<file path="config.mk">
export PLATFORM = sky130hd
export DESIGN_NAME = clrw_front
export DESIGN_NICKNAME = d
export VERILOG_FILES = /design/src/sv/clrw_pkg.sv /design/src/sv/clrw_front.sv
export SDC_FILE = /design/constraint.sdc
export NUM_CORES = 1
export LEC_CHECK = 0
export BUFFER_PORTS_ARGS = -buffer_cell sky130_fd_sc_hd__buf_2
export CAP_MARGIN = 20
export CORE_UTILIZATION = 49
export CTS_BUF_LIST = sky130_fd_sc_hd__clkbuf_8 sky130_fd_sc_hd__clkbuf_16
export CTS_CLUSTER_SIZE = 30
export DETAILED_ROUTE_END_ITERATION = 6
export MAX_ROUTING_LAYER = met4
export PLACE_DENSITY = 0.68
export SLEW_MARGIN = 30
export SYNTH_ARGS = -nofsm -noshare
export SYNTH_HDL_FRONTEND = slang
export SYNTH_SLANG_ARGS = --single-unit
</file>
<file path="constraint.sdc">
create_clock -name clk -period 3.45 [get_ports clk]
set_input_delay 0.345 -clock clk [delete_from_list [all_inputs] [get_ports clk]]
set_output_delay 0.345 -clock clk [all_outputs]
set_load 0.03 [all_outputs]
</file>
<file path="src/sv/clrw_pkg.sv">
`timescale 1ns / 1ps
// -----------------------------------------------------------------------------
// clrw_pkg
// Shared types and constants for the column log-ratio weight converter.
// -----------------------------------------------------------------------------
package clrw_pkg;

  localparam int COUNT_W    = 16;
  localparam int MAX_ROWS   = 16;
  localparam int ROW_W      = 4;
  localparam int WEIGHT_W   = 16;
  localparam int COL_W      = 16;
  localparam int LOG_W      = 25;
  localparam int ROWS_MONO  = 4;
  localparam int ROWS_DI    = 16;
  localparam logic [31:0] LN2_Q32 = 32'd2977044472;

  typedef struct packed {
    logic [COUNT_W-1:0] count;
    logic [COUNT_W-1:0] maxv;
    logic [ROW_W-1:0]   row;
    logic [COL_W-1:0]   col;
    logic               last;
  } clrw_job_t;

  typedef struct packed {
    logic [WEIGHT_W-1:0] weight;
    logic [ROW_W-1:0]    row;
    logic [COL_W-1:0]    col;
    logic                last;
  } clrw_res_t;

endpackage

</file>
<file path="src/sv/clrw_front.sv">
`timescale 1ns / 1ps
// -----------------------------------------------------------------------------
// clrw_front
// Collects the counts of one column in a double-buffered store, tracks the
// maximum, and hands out one job per row once the column is complete.
// -----------------------------------------------------------------------------
module clrw_front (
  input  logic                            clk,
  input  logic                            rst_n,
  input  logic                            cfg_dinucleotide_mode,
  input  logic                            in_push,
  input  logic [clrw_pkg::COUNT_W-1:0]    in_count,
  output logic                            in_full,
  output logic                            job_valid,
  output clrw_pkg::clrw_job_t             job,
  input  logic                            job_ready
);
  import clrw_pkg::*;

  logic [COUNT_W-1:0] store_r [2*MAX_ROWS];
  logic [COUNT_W-1:0] max_r, max_nxt, emax_r;
  logic [ROW_W:0]     fill_r, held;
  logic               bank_r, ebank_r, busy_r;
  logic [ROW_W:0]     ecnt_r, eidx_r;
  logic [COL_W-1:0]   col_r;
  logic [ROW_W:0]     rows;
  logic               acc, close, emit, wclose;
  logic [COUNT_W-1:0] rd_r;
  logic [ROW_W-1:0]   rrow_r;
  logic               rval_r, rlast_r;
  logic [COL_W-1:0]   rcol_r;
  logic [COUNT_W-1:0] rmax_r;

  assign rows    = cfg_dinucleotide_mode ? (ROW_W+1)'(ROWS_DI) : (ROW_W+1)'(ROWS_MONO);
  assign held    = fill_r + 1'b1;
  assign wclose  = held >= rows || held >= (ROW_W+1)'(MAX_ROWS);
  assign in_full = busy_r && ((ecnt_r - eidx_r > (ROW_W+1)'(1)) || (wclose && !emit));
  assign acc     = in_push && !in_full;
  assign close   = acc && wclose;
  assign max_nxt = (in_count > max_r) ? in_count : max_r;
  assign emit    = busy_r && (!rval_r || job_ready);

  always_ff @(posedge clk) begin
    if (acc) begin
      store_r[{bank_r, fill_r[ROW_W-1:0]}] <= in_count;
    end
    if (emit) begin
      rd_r    <= store_r[{ebank_r, eidx_r[ROW_W-1:0]}];
      rrow_r  <= eidx_r[ROW_W-1:0];
      rlast_r <= (eidx_r + 1'b1 == ecnt_r);
      rcol_r  <= col_r - 1'b1;
      rmax_r  <= emax_r;
    end
  end

  always_ff @(posedge clk) begin
    if (!rst_n) begin
      max_r  <= '0;
      fill_r <= '0;
      bank_r <= 1'b0;
      busy_r <= 1'b0;
      col_r  <= '0;
      rval_r <= 1'b0;
      ecnt_r <= '0;
      eidx_r <= '0;
      ebank_r <= 1'b0;
      emax_r <= '0;
    end else begin
      if (job_ready) begin
        rval_r <= 1'b0;
      end
      if (emit) begin
        rval_r <= 1'b1;
        eidx_r <= eidx_r + 1'b1;
        if (eidx_r + 1'b1 == ecnt_r && !close) begin
          busy_r <= 1'b0;
        end
      end
      if (acc) begin
        if (close) begin
          max_r   <= '0;
          fill_r  <= '0;
          bank_r  <= ~bank_r;
          col_r   <= col_r + 1'b1;
          busy_r  <= 1'b1;
          ecnt_r  <= held;
          eidx_r  <= '0;
          ebank_r <= bank_r;
          emax_r  <= max_nxt;
        end else begin
          max_r  <= max_nxt;
          fill_r <= held;
        end
      end
    end
  end

  assign job_valid = rval_r;
  assign job.count = rd_r;
  assign job.maxv  = rmax_r;
  assign job.row   = rrow_r;
  assign job.col   = rcol_r;
  assign job.last  = rlast_r;

endmodule

</file>
# Word level (Yosys, flattened, before mapping)
# Memory sizes are Yosys's and may differ from the RTL's. A register that Yosys moved wholly into a read port is not among the register bits.
# Index checks and enable logic that the tools add are counted.
dict set report totals {
  ramBits 512
  mem_count 1
  register_bits 104
  wordCells 56
}
# memory words word_bits rd rd_clocked_by_memory_dff wr line_no
set memory_table {}
lappend memory_table {store_r 32 16 1 1 1 clrw_front.sv:20} ;# logic [COUNT_W-1:0] store_r [2*MAX_ROWS];
dict set report op_classes {
  n_lt_le_gt_ge 4
  n_eq_ne 1
  n_mux 15
  bitwise 1
  addsub 5
  reduce_logical 15
}
# op n
set op_table {}
lappend op_table {{2-to-1 mux 16 bit} 2}
lappend op_table {{2-to-1 mux 5 bit} 5}
lappend op_table {{adder 16 x 1 -> 16 bit (second input constant)} 1}
lappend op_table {{greater-than comparator 16 bit} 1}
lappend op_table {{subtractor 16 x 1 -> 16 bit (second input constant)} 1}
lappend op_table {{adder 5 x 1 -> 5 bit (second input constant)} 2}
lappend op_table {{2-to-1 mux 1 bit} 8}
lappend op_table {{logical AND 1 bit} 6}
lappend op_table {{equality test 5 bit} 1}
lappend op_table {{greater-or-equal comparator 5 bit} 1}
lappend op_table {{greater-or-equal comparator 5 bit (second input constant)} 1}
lappend op_table {{greater-than comparator 5 x 1 -> 1 bit (second input constant)} 1}
lappend op_table {{subtractor 5 bit} 1}
lappend op_table {{zero test 1 bit} 4}
lappend op_table {{logical OR 1 bit} 3}
lappend op_table {{AND reduction 2 bit} 1}
lappend op_table {{nonzero test 2 bit} 1}
lappend op_table {{NOT 1 bit} 1}

# Logic depth before layout (Yosys ltp)
dict set report depth {
  word_depth 16
  mapped_depth 14
  ltp_nobuf 11
}

# Worst setup path before layout
# OpenSTA, ideal clock, no wires.
dict set report synth_path {
  kind {reg-to-reg}
  startpoint {register eidx_r[1]}
  endpoint {memory store_r[29][0] (enable)}
  slack_ns -0.262
  t_required_ns 3.062
  path_buffers 3
  setup_time_ns 0.388
  arrival_time_ns 3.323
  synth_period_minus_slack_ns 3.712
  path_stages_with_launch 13
  path_cell_list {dfxtp_1 > clkbuf_1 > clkbuf_1 > clkbuf_1 > inv_1 > fa_1 > nand3_1 > and3b_1 > o221ai_1 > a21oi_2 > o21a_2 > nand2_1 > nor2_1}
}
dict set report synth_via {
  elab_chain_cells 8
}
# item line_no
set synth_lines {}
lappend synth_lines {{start, declared} clrw_front.sv:24} ;# logic [ROW_W:0] ecnt_r, eidx_r;
lappend synth_lines {{start signal, assigned} clrw_front.sv:74} ;# eidx_r <= eidx_r + 1'b1;
lappend synth_lines {{subtractor 5 bit} clrw_front.sv:37} ;# assign in_full = busy_r && ((ecnt_r - eidx_r > (ROW_W+1)'(1)) || (wclose && !emit));
lappend synth_lines {{greater-than comparator 5 x 1 -> 1 bit} clrw_front.sv:37}
lappend synth_lines {{logical OR 1 bit} clrw_front.sv:37}
lappend synth_lines {{logical AND 1 bit} clrw_front.sv:37}
lappend synth_lines {{zero test 1 bit} clrw_front.sv:38} ;# assign acc = in_push && !in_full;
lappend synth_lines {{logical AND 1 bit} clrw_front.sv:38}
lappend synth_lines {{2-to-1 mux 1 bit} clrw_front.sv:44} ;# if (acc) begin
lappend synth_lines {{2-to-1 mux 1 bit (implied by the code)} clrw_front.sv:45} ;# store_r[{bank_r, fill_r[ROW_W-1:0]}] <= in_count;
lappend synth_lines {{end, declared} clrw_front.sv:20}
# Every way passes these cells.

# Final worst setup path
dict set report layout_path {
  startpoint {register fill_r[1]}
  endpoint {output in_full}
}
dict set report layout_via {
  elab_chain_cells 6
  elab_cells_between_ends 7
}
# item line_no
set layout_lines {}
lappend layout_lines {{start, declared} clrw_front.sv:22} ;# logic [ROW_W:0] fill_r, held;
lappend layout_lines {{start signal, assigned} clrw_front.sv:92} ;# fill_r <= held;
lappend layout_lines {{adder 5 x 1 -> 5 bit *} clrw_front.sv:35} ;# assign held = fill_r + 1'b1;
lappend layout_lines {{greater-or-equal comparator 5 bit} clrw_front.sv:36} ;# assign wclose = held >= rows || held >= (ROW_W+1)'(MAX_ROWS);
lappend layout_lines {{logical OR 1 bit *} clrw_front.sv:36}
lappend layout_lines {{logical AND 1 bit *} clrw_front.sv:37}
lappend layout_lines {{logical OR 1 bit *} clrw_front.sv:37}
lappend layout_lines {{logical AND 1 bit *} clrw_front.sv:37}
lappend layout_lines {{end, declared} clrw_front.sv:13} ;# output logic in_full,
# Mark *: on every way between the ends. The rest lies on a longest branch, timed or not.

==> impl_metrics.json <==
{
  "dp_cells": 2020,
  "io_pins": 76,
  "cp.required_ns": 3.11,
  "dr_total_vias": 12451,
  "wire_per_inst_um": 25.8,
  "place_hpwl_mm": 34.0,
  "min_period_ns": 3.26,
  "cp.depth": 10,
  "hold_class": "in -> reg",
  "syn_area_per_cell_um2": 19.7,
  "drive_gt1_share_pct": 31.6,
  "worst_slew_margin_rel_pct": 40.0,
  "powerDensity_nw_per_um2": 567,
  "die_x_um": 227,
  "synth_edf_count": 565,
  "r2r_slack_ns": 0.27,
  "syn-cell-area_um2": 24900,
  "cts_hold_buffers": 0,
  "clkTransAtPathRegs_ns": 0.06,
  "antenna_found_initial": 3,
  "dr.pass1.iters": 5,
  "grt_usage_pct": 22.6,
  "initial_utilization_pct": 49.6,
  "rsz0062_at_grt": "false",
  "drc": 0,
  "reg2reg_depth": 12,
  "areaGrowthSynthToFinish_pct": 16.8,
  "cp-start-kind": "flip-flop",
  "cts_made_buffers": 66,
  "io_buffers": 75,
  "drtAntennaViolNets": 0,
  "drv_cap": 0,
  "ir_worst_vdd_v": 0.000405,
  "finalSetupViolCount": 0,
  "cp.arrival_ns": 2.91,
  "critical_path.reg2reg.startpoint": "fill_r[1]",
  "yosysWarnings": 0,
  "power_w": 0.0165,
  "ys.flop_type": "edfxtp_1",
  "synthArstFlopShare_pct": 0,
  "place_congestion": 0.805,
  "coreArea_um2": 50200,
  "cts_setup_buffers": 0,
  "first_global_vias": 12198,
  "p_leak_nw": 9.42,
  "swShare_pct": 21.1,
  "clock-sinks": 632,
  "grt_max_degree": 72,
  "cts_tree": "built",
  "grt_pass1_wl_mm": 80.2,
  "path_class": "reg -> out",
  "htreeDepth": 3,
  "worst_pin_slew_ns": 0.899,
  "fin_ws_ns": 0.194,
  "synth_nets": 1314,
  "rr_endpoint": "store_r[8][1]",
  "drv_slew": 0,
  "final_nets": 1467,
  "worstPathBufferInverterCount": 2,
  "yosysSeqAreaShare_pct": 73.6,
  "switchingPower_w": 0.00348,
  "rows": 82,
  "worst_hold_path.num_cells": 1,
  "crit_slowest_cell": "a311o_1",
  "synthCells": 1263,
  "power_frac_comb_pct": 6.0,
  "synth_cell_types": 59,
  "hold_viol_final": 0,
  "fin_cells": 2138,
  "die_y_um": 227,
  "final_util_pct": 57.9,
  "crit_path_start": "fill_r[1]",
  "dr.first_iter.drc_count": 1462,
  "preCtsSetupSlack_ns": 0.0102,
  "fin_skew_ns": 0.0175,
  "critical_path.cell_chain": "ha_2 > xnor2_2 > ha_1 > nand2_1 > or3b_1 > a311o_1 > a21oi_2 > buf_4 > nor2_1 > buf_2",
  "fin_crit_sh_pct": 94.4,
  "crit_path_end": "in_full",
  "clockBufferDepth": 3,
  "status": "finished, final reports clean",
  "postRouteWirelength_mm": 55.1,
  "grt_overflow_total": 0,
  "cts-root-buf": "clkbuf_16",
  "crit_family": "compound AO/OA/AOI/OAI gates",
  "p_int_w": 0.0130,
  "pwr-share-clk_pct": 42.4,
  "die_area_um2": 51700,
  "insertion_delay_ns": 0.58,
  "cp-end-kind": "primary output",
  "power.share.sequential_pct": 51.6,
  "whs_ns": 0.109,
  "max_freq_mhz": 307,
  "cp_max_fo": 5,
  "viasPerCell": 5.82,
  "max_stage_delay_ns": 0.40,
  "yosys_register_bits": 632
}
## cells by family (layout without fill, tap and decap cells)
kind of cell / after synthesis / count (layout) / synth area share, %
xor gates and xnor gates: 34 / 34 / 1.20
adders and majority gates: 30 / 30 / 1.54
muxes: 196 / 196 / 16.0
and+or+nand+nor: 173 / 173 / 3.42
buffers and inverters: 97 / 299 / 1.60
AOI/OAI and AO/OA: 101 / 101 / 2.69
DFF: 632 / 632 / 73.6
other: 0 / 1 / 0
## flip-flops by register name (all words and copies together) (netlist names)
name       cells
rd_r          16
job_valid      1
busy_r         1
eidx_r         5
rcol_r        16
rrow_r         4
ebank_r        1
max_r         16
rmax_r        16
emax_r        16
store_r      512
bank_r         1
ecnt_r         5
rlast_r        1
fill_r         5
col_r         16
## how the worst min path moves through the flow
stage                       from             end  slack, ns
CTS                 in_count[15]  store_r[2][15]       0.08
detailed placement     emax_r[9]       rmax_r[9]       0.42
global route        in_count[15]  store_r[2][15]       0.11
finish              in_count[15]  store_r[2][15]       0.11
global placement      emax_r[13]      rmax_r[13]       0.42
floorplan              eidx_r[2]       rrow_r[2]       0.41
## through the flow
step           instance area [µm²]  setup TNS (ns)
2_1_floorplan                25000          -37.36
3_3_place_gp                 26900               0
3_5_place_dp                 26900               0
4_1_cts                      29100               0
5_1_grt                      29100               0
6_report                     29100               0
## per-layer routing
metal  GRT usage, %  wire [µm]  up-vias
li1               -          -     5428
met1           32.4      23700     6448
met2           32.8      25600      504
met3           4.40       4430       71
met4           7.25       1330        0
met5              -          0        -
## synthesized netlist by cell type, types with 7 or more instances
cell	instances	area, µm²
nand3_1	9	45.0
nand4_1	10	62.6
mux2_2	16	180
xor2_1	21	184
buf_1	20	75.1
nor2_1	67	251
dfxtp_1	67	1340
a22o_1	16	140
ha_1	29	363
clkbuf_1	34	128
mux2i_1	20	200
o21ai_1	17	85.1
xnor2_1	13	114
edfxtp_1	565	17000
or4_1	7	52.6
inv_1	32	120
a21oi_1	34	170
nand2_1	36	135
mux4_2	160	3600
## area by class of cell
class | instances | area (µm²)
clock buffer | 72 | 1790
sequential | 632 | 18300
timing repair buffer | 149 | 1320
fill | 3649 | 21100
multi-input combinational | 534 | 6320
inverter | 33 | 124
clock inverter | 45 | 352
antenna | 1 | 2.50
tap | 672 | 841
## worst register-to-register path, stage by stage, from the launching register on
cell	delay, ns
dfxtp_2	0.37
ha_2	0.22
xnor2_2	0.13
ha_1	0.25
nand2_1	0.08
or3b_1	0.34
a311o_1	0.40
a21oi_2	0.16
o21a_2	0.19
nand2_2	0.19
buf_4	0.21
nor2_2	0.14
buf_12	0.17
## layout by cell type (no fill, tap or decap), types with 9 or more instances in the layout
cell	count
edfxtp_1	565
mux4_2	160
buf_2	75
clkbuf_16	71
dfxtp_1	63
inv_1	45
buf_4	43
nor2_1	38
nand2_1	35
a21oi_1	34
buf_12	31
ha_1	28
xor2_1	21
nor2_2	20
mux2i_1	20
o21ai_1	17
mux2_2	16
a22o_1	16
clkinv_1	13
xnor2_1	12
nor2_4	10
nand4_1	10
clkinv_2	10
nand3_1	9
## repair_timing
item / in CTS / in global routing
setup endpoints to repair: 46 / 77
gates resized for setup: 1 / 3
cloned: 0 / 0
## power by group through the flow
stage | combinational [W] | sequential (W) | clock [W]
5_1_grt | 0.00106 | 0.00850 | 0.00739
4_1_cts | 0.000999 | 0.00849 | 0.00710
3_3_place_gp | 0.000981 | 0.00865 | 0
2_1_floorplan | 0.000525 | 0.00870 | 0
6_report | 0.000988 | 0.00849 | 0.00699
3_5_place_dp | 0.000993 | 0.00865 | 0
(Power assumes the default switching activity.)
